[src/rtl/fpgne_pkg.sv]
// Shared types, constants and tables of the fixed-point graph node executor.
package fpgne_pkg;

  localparam int FP_ONE   = 4096;
  localparam int FP_LIMIT = FP_ONE * 9;
  localparam int FRAC_W   = 12;

  // Divider sizing for the sigmoid: numerator below 2^25, divisor in 4096..8192,
  // quotient never above 4096.
  localparam int NUM_W = 25;
  localparam int DEN_W = 14;
  localparam int QUO_W = 13;
  localparam int CNT_W = 4;

  typedef enum logic [1:0] {
    MODE_WRITE = 2'd0,
    MODE_EXEC  = 2'd1,
    MODE_READ  = 2'd2,
    MODE_IDLE  = 2'd3
  } mode_t;

  typedef enum logic [2:0] {
    OP_NONE    = 3'd0,
    OP_SIGMOID = 3'd1,
    OP_MUL     = 3'd2,
    OP_NEG     = 3'd3,
    OP_ADD     = 3'd4
  } op_t;

  typedef struct packed {
    logic             start;
    logic [NUM_W-1:0] num;
    logic [DEN_W-1:0] den;
  } div_req_t;

  // exp(-k) steps in fixed point, k = 0..7 (the step at 8 is implied by the diff).
  function automatic logic [QUO_W-1:0] exp_step(input logic [2:0] idx);
    logic [QUO_W-1:0] v;
    case (idx)
      3'd0:    v = 13'd4096;
      3'd1:    v = 13'd1507;
      3'd2:    v = 13'd554;
      3'd3:    v = 13'd204;
      3'd4:    v = 13'd75;
      3'd5:    v = 13'd28;
      3'd6:    v = 13'd10;
      3'd7:    v = 13'd4;
      default: v = 13'd0;
    endcase
    return v;
  endfunction

  // Drop from step k to step k+1.
  function automatic logic [FRAC_W-1:0] exp_diff(input logic [2:0] idx);
    logic [FRAC_W-1:0] v;
    case (idx)
      3'd0:    v = 12'd2589;
      3'd1:    v = 12'd953;
      3'd2:    v = 12'd350;
      3'd3:    v = 12'd129;
      3'd4:    v = 12'd47;
      3'd5:    v = 12'd18;
      3'd6:    v = 12'd6;
      3'd7:    v = 12'd3;
      default: v = 12'd0;
    endcase
    return v;
  endfunction

endpackage

[src/rtl/fixed_point_graph_node_executor.sv]
// Top level: variable file, node sequencer and output register of the graph node executor.
//
// Usage:
//   Slave channel s_*: one beat is one command. s_tuser carries the mode (write
//   variable, execute node, read variable); s_tdata carries the node fields and
//   the value to write. Master channel m_*: exactly one 32-bit result beat per
//   command (echoed write value, node result or read data).
//   The block works on one command at a time; s_tready is high only while the
//   sequencer is idle. After the accepting edge a write goes straight to the done
//   state; a read passes RD1 and RD2; negate, add and the other ops pass RD1, RD2
//   and OP; multiply adds MUL1 to MUL4; sigmoid adds SIG1 to SIG3 and waits in DIV
//   on the 13-step radix-2 divider, unless saturated (done after SIG1) or negative
//   with a zero exp term (done after SIG3). The done state loads the result and
//   s_tready returns at that edge; multiply makes two passes through the shared 32x32 multiplier.
//   The result sits in an output register, so a new command is taken while
//   the previous result still waits; if the receiver stalls, the sequencer
//   holds its next result until the output register frees up.
//   Reset clears every variable to zero at once through per-entry valid bits,
//   so commands are taken in the first cycle after reset.
module fixed_point_graph_node_executor #(
  parameter int NUM_VARS = 64
) (
  input  logic        clk,
  input  logic        rst,
  input  logic        s_tvalid,
  output logic        s_tready,
  // op[2:0], first_src[8:3], second_src[14:9], second_used[15], dest[21:16],
  // write_value[53:22], zero pad[55:54]
  input  logic [55:0] s_tdata,
  // mode[1:0]
  input  logic [1:0]  s_tuser,
  output logic        m_tvalid,
  input  logic        m_tready,
  // value[31:0]
  output logic [31:0] m_tdata
);

  localparam int AW = $clog2(NUM_VARS);

  typedef enum logic [3:0] {
    S_IDLE, S_RD1, S_RD2, S_OP, S_MUL1, S_MUL2, S_MUL3, S_MUL4,
    S_SIG1, S_SIG2, S_SIG3, S_DIV, S_DONE
  } state_t;

  state_t              state;
  fpgne_pkg::mode_t    mode;
  fpgne_pkg::op_t      op;
  logic [5:0]          src1;
  logic [5:0]          src2;
  logic                used2;
  logic [5:0]          dest;

  logic signed [31:0]  v1;
  logic signed [31:0]  b;
  logic signed [31:0]  whole;
  logic signed [31:0]  part;
  logic signed [31:0]  hi;
  logic signed [31:0]  acc;
  logic [15:0]         yabs;
  logic                sneg;
  logic                sbig;
  logic [fpgne_pkg::QUO_W-1:0] e;
  logic signed [31:0]  res;

  // variable file
  logic [31:0]         mem [NUM_VARS];
  logic [NUM_VARS-1:0] vld;
  logic [5:0]          rd_idx;
  logic [AW-1:0]       rd_addr;
  logic [AW-1:0]       wr_addr;
  logic [31:0]         rd_data;
  logic                rd_ok;
  logic signed [31:0]  operand;
  logic signed [31:0]  v2_now;
  logic                out_free;
  logic                we;
  logic                accept;

  // shared units
  logic [31:0]         mul_a;
  logic [31:0]         mul_b;
  logic [31:0]         mul_p;
  fpgne_pkg::div_req_t div_req;
  logic                div_done;
  logic [fpgne_pkg::QUO_W-1:0] div_quo;
  logic [fpgne_pkg::DEN_W-1:0] sig_den;

  assign s_tready = (state == S_IDLE);
  assign accept   = s_tvalid && s_tready;
  assign out_free = !m_tvalid || m_tready;

  assign rd_idx  = (state == S_RD1) ? src1 : src2;
  assign rd_addr = AW'(rd_idx);
  assign wr_addr = AW'(dest);
  assign operand = rd_ok ? $signed(rd_data) : 32'sd0;
  assign v2_now  = used2 ? operand : 32'sd0;

  assign we = (state == S_DONE) && out_free &&
              ((mode == fpgne_pkg::MODE_WRITE) || (mode == fpgne_pkg::MODE_EXEC)) &&
              (int'(dest) < NUM_VARS);

  always_ff @(posedge clk) begin
    if (we) begin
      mem[wr_addr] <= res;
    end
    rd_data <= mem[rd_addr];
  end

  // Valid bits stand in for the clear at reset: an entry never written reads zero.
  always_ff @(posedge clk) begin
    if (rst) begin
      vld   <= '0;
      rd_ok <= 1'b0;
    end else begin
      rd_ok <= vld[rd_addr] && (int'(rd_idx) < NUM_VARS);
      if (we) begin
        vld[wr_addr] <= 1'b1;
      end
    end
  end

  // Multiplier operands: whole*b, part*b, and for the sigmoid the interpolation slope*fraction.
  always_comb begin
    case (state)
      S_MUL1:  mul_a = whole;
      S_MUL2:  mul_a = part;
      default: mul_a = 32'(fpgne_pkg::exp_diff(yabs[14:12]));
    endcase
    mul_b = (state == S_SIG1) ? 32'(yabs[11:0]) : b;
  end

  fpgne_mul u_mul (
    .clk (clk),
    .a   (mul_a),
    .b   (mul_b),
    .p   (mul_p)
  );

  // Sigmoid division: d = 4096 + e; numerator 2^24 + d/2, or e*4096 + d/2 below zero.
  always_comb begin
    sig_den       = fpgne_pkg::DEN_W'(e) + fpgne_pkg::DEN_W'(fpgne_pkg::FP_ONE);
    div_req.start = (state == S_SIG3) && !(sneg && (e == '0));
    div_req.den   = sig_den;
    div_req.num   = (sneg ? {e, 12'd0} : fpgne_pkg::NUM_W'(25'h100_0000)) +
                    fpgne_pkg::NUM_W'(sig_den[fpgne_pkg::DEN_W-1:1]);
  end

  fpgne_div u_div (
    .clk  (clk),
    .rst  (rst),
    .req  (div_req),
    .done (div_done),
    .quo  (div_quo)
  );

  always_ff @(posedge clk) begin
    if (rst) begin
      state    <= S_IDLE;
      m_tvalid <= 1'b0;
    end else begin
      // drop the beat once taken, unless the done state reloads it this edge
      if (m_tvalid && m_tready && (state != S_DONE)) begin
        m_tvalid <= 1'b0;
      end
      case (state)
        S_IDLE: begin
          if (accept) begin
            mode  <= fpgne_pkg::mode_t'(s_tuser);
            op    <= fpgne_pkg::op_t'(s_tdata[2:0]);
            src1  <= s_tdata[8:3];
            src2  <= s_tdata[14:9];
            used2 <= s_tdata[15];
            dest  <= s_tdata[21:16];
            case (fpgne_pkg::mode_t'(s_tuser))
              fpgne_pkg::MODE_WRITE: begin
                res   <= $signed(s_tdata[53:22]);
                state <= S_DONE;
              end
              fpgne_pkg::MODE_EXEC, fpgne_pkg::MODE_READ: begin
                state <= S_RD1;
              end
              default: begin
                res   <= 32'sd0;
                state <= S_DONE;
              end
            endcase
          end
        end
        S_RD1: begin
          state <= S_RD2;
        end
        S_RD2: begin
          v1 <= operand;
          if (mode == fpgne_pkg::MODE_READ) begin
            res   <= operand;
            state <= S_DONE;
          end else begin
            state <= S_OP;
          end
        end
        S_OP: begin
          b <= v2_now;
          case (op)
            fpgne_pkg::OP_NEG: begin
              res   <= 32'sd0 - v1;
              state <= S_DONE;
            end
            fpgne_pkg::OP_ADD: begin
              res   <= v1 + v2_now;
              state <= S_DONE;
            end
            fpgne_pkg::OP_MUL: begin
              // truncate toward zero: round the floor up when negative with a fraction
              whole <= (v1 >>> fpgne_pkg::FRAC_W) +
                       $signed(32'(v1[31] && (v1[11:0] != '0)));
              state <= S_MUL1;
            end
            fpgne_pkg::OP_SIGMOID: begin
              sneg  <= v1[31];
              sbig  <= (v1 >= 32'sd36864) || (v1 <= -32'sd36864);
              yabs  <= v1[31] ? 16'(32'sd0 - v1) : v1[15:0];
              state <= S_SIG1;
            end
            default: begin
              res   <= 32'sd0;
              state <= S_DONE;
            end
          endcase
        end
        S_MUL1: begin
          part  <= v1 - (whole <<< fpgne_pkg::FRAC_W);
          state <= S_MUL2;
        end
        S_MUL2: begin
          hi    <= mul_p;
          state <= S_MUL3;
        end
        S_MUL3: begin
          acc   <= mul_p + 32'(fpgne_pkg::FP_ONE / 2);
          state <= S_MUL4;
        end
        S_MUL4: begin
          res   <= hi + (acc >>> fpgne_pkg::FRAC_W) +
                   $signed(32'(acc[31] && (acc[11:0] != '0)));
          state <= S_DONE;
        end
        S_SIG1: begin
          if (sbig) begin
            res   <= sneg ? 32'sd0 : 32'(fpgne_pkg::FP_ONE);
            state <= S_DONE;
          end else begin
            state <= S_SIG2;
          end
        end
        S_SIG2: begin
          // beyond eight the exp term is zero
          e     <= yabs[15] ? '0 :
                   fpgne_pkg::exp_step(yabs[14:12]) - fpgne_pkg::QUO_W'(mul_p[23:12]);
          state <= S_SIG3;
        end
        S_SIG3: begin
          if (sneg && (e == '0)) begin
            res   <= 32'sd0;
            state <= S_DONE;
          end else begin
            state <= S_DIV;
          end
        end
        S_DIV: begin
          if (div_done) begin
            res   <= 32'(div_quo);
            state <= S_DONE;
          end
        end
        S_DONE: begin
          // hold the result until the output register is free
          if (out_free) begin
            m_tdata  <= res;
            m_tvalid <= 1'b1;
            state    <= S_IDLE;
          end
        end
        default: begin
          state <= S_IDLE;
        end
      endcase
    end
  end

`ifndef SYNTHESIS
  a_one_at_a_time: assert property (@(posedge clk) disable iff (rst)
    accept |=> !s_tready)
    else $error("second beat taken while a command is in flight");

  a_div_in_wait: assert property (@(posedge clk) disable iff (rst)
    div_done |-> (state == S_DIV))
    else $error("divider finished outside the sigmoid wait");

  a_sig_range: assert property (@(posedge clk) disable iff (rst)
    div_done |-> (div_quo <= fpgne_pkg::QUO_W'(fpgne_pkg::FP_ONE)))
    else $error("sigmoid quotient above one");

  a_load_from_done: assert property (@(posedge clk) disable iff (rst)
    $rose(m_tvalid) |-> ($past(state) == S_DONE))
    else $error("result beat loaded outside the done state");
`endif

endmodule

[src/rtl/fpgne_mul.sv]
// Shared 32x32 multiplier with registered low-word product.
module fpgne_mul (
  input  logic        clk,
  input  logic [31:0] a,
  input  logic [31:0] b,
  output logic [31:0] p
);

  always_ff @(posedge clk) begin
    p <= a * b;
  end

endmodule

[src/rtl/fpgne_div.sv]
// Iterative radix-2 restoring divider for the sigmoid quotient.
module fpgne_div (
  input  logic                     clk,
  input  logic                     rst,
  input  fpgne_pkg::div_req_t      req,
  output logic                     done,
  output logic [fpgne_pkg::QUO_W-1:0] quo
);

  logic                        busy;
  logic [fpgne_pkg::CNT_W-1:0] cnt;
  logic [fpgne_pkg::DEN_W-1:0] rem;
  logic [fpgne_pkg::DEN_W-1:0] den;
  logic [fpgne_pkg::QUO_W-1:0] nsh;
  logic [fpgne_pkg::DEN_W:0]   trial;
  logic                        ge;

  assign trial = {rem, nsh[fpgne_pkg::QUO_W-1]};
  assign ge    = (trial >= {1'b0, den});

  always_ff @(posedge clk) begin
    if (rst) begin
      busy <= 1'b0;
      done <= 1'b0;
      cnt  <= '0;
    end else begin
      done <= 1'b0;
      if (!busy && req.start) begin
        busy <= 1'b1;
        cnt  <= '0;
        rem  <= fpgne_pkg::DEN_W'(req.num[fpgne_pkg::NUM_W-1:fpgne_pkg::QUO_W]);
        nsh  <= req.num[fpgne_pkg::QUO_W-1:0];
        den  <= req.den;
        quo  <= '0;
      end else if (busy) begin
        // one quotient bit a cycle
        rem <= ge ? fpgne_pkg::DEN_W'(trial - {1'b0, den}) : fpgne_pkg::DEN_W'(trial);
        quo <= {quo[fpgne_pkg::QUO_W-2:0], ge};
        nsh <= {nsh[fpgne_pkg::QUO_W-2:0], 1'b0};
        cnt <= cnt + 1'b1;
        if (cnt == fpgne_pkg::CNT_W'(fpgne_pkg::QUO_W - 1)) begin
          busy <= 1'b0;
          done <= 1'b1;
        end
      end
    end
  end

endmodule

[config.mk]
export PLATFORM = sky130hd
export DESIGN_NAME = fixed_point_graph_node_executor
export DESIGN_NICKNAME = d
export VERILOG_FILES = /design/src/rtl/fpgne_pkg.sv /design/src/rtl/fixed_point_graph_node_executor.sv /design/src/rtl/fpgne_mul.sv /design/src/rtl/fpgne_div.sv
export SDC_FILE = /design/constraint.sdc
export NUM_CORES = 2
export LEC_CHECK = 0
export ABC_CLOCK_PERIOD_IN_PS = 11800
export BUFFER_PORTS_ARGS = -buffer_cell sky130_fd_sc_hd__buf_4
export CORE_MARGIN = 4
export CORE_UTILIZATION = 55
export CTS_CLUSTER_SIZE = 16
export DETAILED_ROUTE_END_ITERATION = 10
export MAX_ROUTING_LAYER = met4
export PLACE_DENSITY = 0.81
export SYNTH_ARGS = -nofsm -noshare
export SYNTH_HDL_FRONTEND = slang
export SYNTH_SLANG_ARGS = --single-unit
[constraint.sdc]
create_clock -name clk -period 11.8 [get_ports clk]
set_input_delay 2.36 -clock clk [delete_from_list [all_inputs] [get_ports clk]]
set_output_delay 2.36 -clock clk [all_outputs]
set_load 0.02 [all_outputs]
* After elaboration in Yosys (flattened, before gate mapping) *
Memories as Yosys holds them, arrays and structs flattened. A register that Yosys moved wholly into a read port is not among the register bits.
Index checks and enable logic that the tools add are counted.

operators by class
  add/sub/neg operators = 12
  mux-type cells = 48
  equality and inequality tests = 30
  reductions and logical operators = 43
  $lt $le $gt $ge = 6
  bitwise gates (word level) = 3
  multiply operators = 1

operators by type and width
  kind                      count
  $mux W32                  8
  $pmux W32 S7              1
  $pmux W32 S2              2
  $pmux W32 S3              1
  $mux W13                  6
  $or A64 B64 Y64           1
  $pmux W4 S13              1
  $add A32 B12 Y32 const B  1
  $add A32 B2 Y32           1
  $add A32 B20 Y32          1
  $add A32 B32 Y32          1
  $ge A32 B17 Y1 const B    1
  $le A32 B17 Y1 const B    1
  $mul A32 B32 Y32          1
  $sub A1 B32 Y32 const A   1
  $sub A32 B32 Y32          1
  $mux W14                  2
  $add A25 B13 Y25          1
  $mux W25                  1
  $eq A4 B4 Y1 const B      6
  $reduce_bool A12 Y1       2
  $add A20 B2 Y21           1
  $mux W4                   5
  $eq A4 B3 Y1 const B      4
  39 further kinds          92

storage, ports and cells
  RAM bits = 2048
  word-level logic and storage cells = 177
  memories kept = 3
  register bits after elaboration = 473
  memory bits (read-only) = 184
  input bits = 62
  output and inout bits = 34

memory list
  memory           depth  bits a word  rd ports  clocked after Yosys merged registers in  wr ports  line                                   source
  mem              64     32           1         1                                        1         fixed_point_graph_node_executor.sv:66  logic [31:0] mem [NUM_VARS];
  (no name shown)  8      12           1         1                                        0         fpgne_pkg.sv:39                        case (idx)
  (no name shown)  8      11           1         1                                        0         fpgne_pkg.sv:56                        case (idx)

* Longest topological paths before layout *
  depth in word-level cells = 7
  gate-level depth with buffers = 33

* By module *
A second synthesis with hierarchy kept.

second synthesis, totals
  cells, all modules = 7666
  area, all modules = 119916.3 um^2

by module, submodules not included
  module                           area an instance (um^2)  cells an instance  times used
  fixed_point_graph_node_executor  100348.7                 5629               1
  fpgne_mul                        16464.5                  1748               1
  fpgne_div                        3103.0                   289                1

* Least setup slack after synthesis *
OpenSTA, ideal clock, no wires.

  path type = register to register
  from = register state[0]
  to = register u_mul.p[30]
  data required time = 11728 ps
  setup slack = 3392 ps
  arrival time = 8336 ps
  period minus slack after synthesis = 8408 ps
  stages on the path, launching flop included = 31
  path buffers = 5
  cells stage by stage = dfxtp_1 -> buf_6 -> nor4b_1 -> buf_2 -> buf_6 -> clkbuf_1 -> mux2i_1 -> clkbuf_1 -> nor2_1 -> fa_1 -> fa_1 -> fa_1 -> inv_1 -> fa_1 -> inv_1 -> fa_1 -> inv_1 -> fa_1 -> inv_1 -> fa_1 -> fa_1 -> ha_1 -> a21oi_1 -> o21ai_0 -> a21boi_0 -> a311oi_1 -> or2_2 -> nor2_1 -> o31ai_1 -> o41ai_1 -> xnor2_1

on the way
  cells in the longest elaborated chain, start to end = 3

ends and longest elaborated chain
  what                                          line                                                                            source
  start: declaration                            fixed_point_graph_node_executor.sv:45                                           state_t state;
  start signal: assignment                      fixed_point_graph_node_executor.sv:158                                          state <= S_IDLE;
  start signal: assignment                      fixed_point_graph_node_executor.sv:177                                          state <= S_DONE;
  start signal: assignment                      fixed_point_graph_node_executor.sv:180                                          state <= S_RD1;
  $eq A4 B3 Y1 or $eq A4 B4 Y1 (tied branches)  fixed_point_graph_node_executor.sv:124, fixed_point_graph_node_executor.sv:129
  $pmux W32 S2 or $mux W32 (tied branches)      fixed_point_graph_node_executor.sv:124, fixed_point_graph_node_executor.sv:129
  $mul A32 B32 Y32 (*)                          fpgne_mul.sv:10                                                                 p <= a * b;
  end signal: assignment                        fpgne_mul.sv:10
  end: declaration                              fpgne_mul.sv:6                                                                  output logic [31:0] p

Mark *: on every way between the ends. The rest lies on a longest branch, timed or not.
A chain may end at the register's enable or synchronous reset.

* Final worst setup path *
  from = register state[1]
  to = register u_mul.p[30]

The elaborated chain is that of the path after synthesis.

==> impl_metrics.ini <==
[place]
postPlaceCellArea_um2 = 124000
io_buffers = 93
dp.cells = 10400
dp_hpwl_um = 200000
gp_congestion = 1.02

[outcome]
violations = max-capacitance violations, max-slew violations
status = finished, violations left

[critical_path]
max_stage_delay_ns = 1.01
arrival_ns = 10.10
critPathKind = register to register
cp_data_required_time_ns = 12.50
startpoint_type = register
worstPathMaxFanout = 26
slowest_stage = mux2i_2
worst_setup_path_end_kind = register
cp_top_family = adder cells
crit_buf_inv = 5
ff2ff_setup_slack_ns = 2.40
critPathLaunch = state[1]
r2r_start = state[1]
cp_common_cell = fa_1

[synthesis]
synth_area_leaders = edfxtp_1 60%, mux4_2 10%, fa_1 6.9%
synth_edf_count = 2402
syn_area_per_cell_um2 = 15.6
synth_ff_type = edfxtp_1
syn_nets = 8398
synth.most_common_cell = edfxtp_1
syn_inst = 7679
synth_warnings = 0
synth_common_cells = 2402 x edfxtp_1, 700 x nand2_1, 623 x nor2_1
synth_area_um2 = 119000
yosysSeqAreaShare_pct = 63.0
ys_ff_latch = 2560
ys_types = 97
async_flop_share_pct = 0
synth_top_area_share_pct = 60.4
yosysTopAreaCell = edfxtp_1

[finish]
register_area_um2 = 75300
design_area_um2 = 132000
stdcell_count = 10900
n_fill_cell = 14700
syn_to_final_growth_pct = 10.7
final_nets = 8548
drive_above_1_share_pct = 16.5
multiInputGateArea_um2 = 41200

[timing]
relSlewSlack_pct = -4.63
hold_viol = 0
drv_slew = 6
fin_crit_sh_pct = 79.6
min_period_ns = 9.40
finalSetupViolCount = 0
max_freq_mhz = 106
rsz0062_at_grt = false
fin_setup_tns_ns = 0
skew_ns = 0.116
worstMarginPinSlew_ns = 1.56

[floorplanning]
fp.dieW_um = 474
core_area_um2 = 215000
rows = 170
ios = 96
initial_core_util_pct = 55.5
die_h_um = 474
dieArea_um2 = 225000

[clocking]
cts_tree = done
clk_latency_ns = 0.91
clk_pin_slew_ns = 0.06
cts.path.max_buffers = 3
cts_resized = 0
post_cts.repair.setup_buffers = 0
cts_buffers = 234
cts_sinks = 2560
root_buffer = clkbuf_16
htreeDepth = 4
hold_buffers = 0

[worst_hold_path]
worst_hold_path_type = register to register
min_from = u_mul.p[7]

[global_routing]
grtUsageTotal_pct = 32.0
grt_pass1_vias = 73500
grt_max_degree = 141
antenna_found_initial = 12
grt_overflow = 0
grt_pass1_wl_um = 505000

[detailed_routing]
drt_iter0_drc = 11500
ant_nets = 0
drc = 0
vias = 72400
vias_per_cell = 6.65
wl_per_cell_um = 31.9
first_pass_iters = 8
routed_wl_um = 347000

[job]
maxCapViolations = 2
[metrics by stage]
stage	utilization (%)	hold slack [ns]	setup WS [ns]
after floorplan	-	0.404	3.39
after global placement	57.7	0.424	2.69
after detailed placement	57.7	0.423	2.58
after CTS	61.4	0.441	2.54
after global routing	61.4	0.451	2.08
final	61.4	0.442	2.40
[layout by cell type, fill, tap and decap left out, types with 48 or more instances in the layout]
cell type and instances:
fa_1 414, mux4_2 528, nand2_1 700, a21oi_1 184
clkinv_2 48, edfxtp_1 2402, a21o_1 52, xnor2_1 182
nand3_1 80, ha_1 243, and3_1 48, and2_1 201
nor2_4 66, a211oi_1 144, o21ai_0 87, a311oi_1 103
nor2_1 555, dfxtp_1 158, nor3_1 88, xor2_1 62
inv_1 505, buf_4 276, clkbuf_16 235
[cells by family (layout without fill, tap and decap cells)]
| logic type | Yosys count | after routing | share of synthesized area, % |
|---|---|---|---|
| xor+xnor | 249 | 249 | 1.86 |
| other cells | 0 | 6 | 0 |
| buf+inv | 878 | 1235 | 3.04 |
| simple gates | 1901 | 1901 | 7.12 |
| mux | 586 | 586 | 10.5 |
| flops | 2560 | 2560 | 63.0 |
| fa+ha+maj | 657 | 657 | 9.48 |
| compound gates | 848 | 848 | 4.99 |
[layer usage]
layer	up-vias	wire (um)	GRT usage [%]
li1	29000	-	-
met1	36700	119000	41.3
met2	5671	160000	47.6
met3	1019	48300	8.82
met4	0	19900	14.7
met5	-	0	-
[layout make-up]
| type | count | share of cell area (%) |
|---|---|---|
| timing repair buffer | 286 | 1.72 |
| clock buffer | 287 | 4.66 |
| inverter | 506 | 1.44 |
| multi-input combinational | 4241 | 31.2 |
| clock inverter | 156 | 1.36 |
| tap | 2838 | 2.69 |
| sequential | 2560 | 56.9 |
| antenna | 6 | 0.0114 |
[worst reg2reg max path: stages (launching register included)]
cell	delay [ns]
dfxtp_1	0.54
nor4b_2	0.38
buf_4	0.46
mux2i_2	1.02
nor2_1	0.18
fa_1	0.57
inv_1	0.05
fa_1	0.49
fa_1	0.45
fa_1	0.55
inv_1	0.06
fa_1	0.50
inv_1	0.06
fa_1	0.52
inv_1	0.05
fa_1	0.49
fa_1	0.43
ha_1	0.36
a21oi_1	0.10
o21ai_0	0.28
a21boi_0	0.18
a311oi_1	0.66
or2_2	0.24
nor2_1	0.06
o31ai_1	0.34
o41ai_1	0.13
xnor2_1	0.13
[flip-flops by register name (all words and copies together), names as in the netlist, 32 cells and up, named ones only]
register  cells
v1           32
res          32
rd_data      32
mem        2048
hi           32
m_tdata      32
u_mul.p      32
vld          64
b            32
acc          32
part         32
[final timing paths]
kind	endpoint	depth (start not counted)
hold / removal	hi[7]	0
setup / recovery	u_mul.p[30]	26
hold reg to reg	hi[7]	0
setup reg to reg	u_mul.p[30]	26
Power is left out: the tool's default activity adds up to more than one toggle a clock period on the data nets, which glitch-free logic cannot reach.
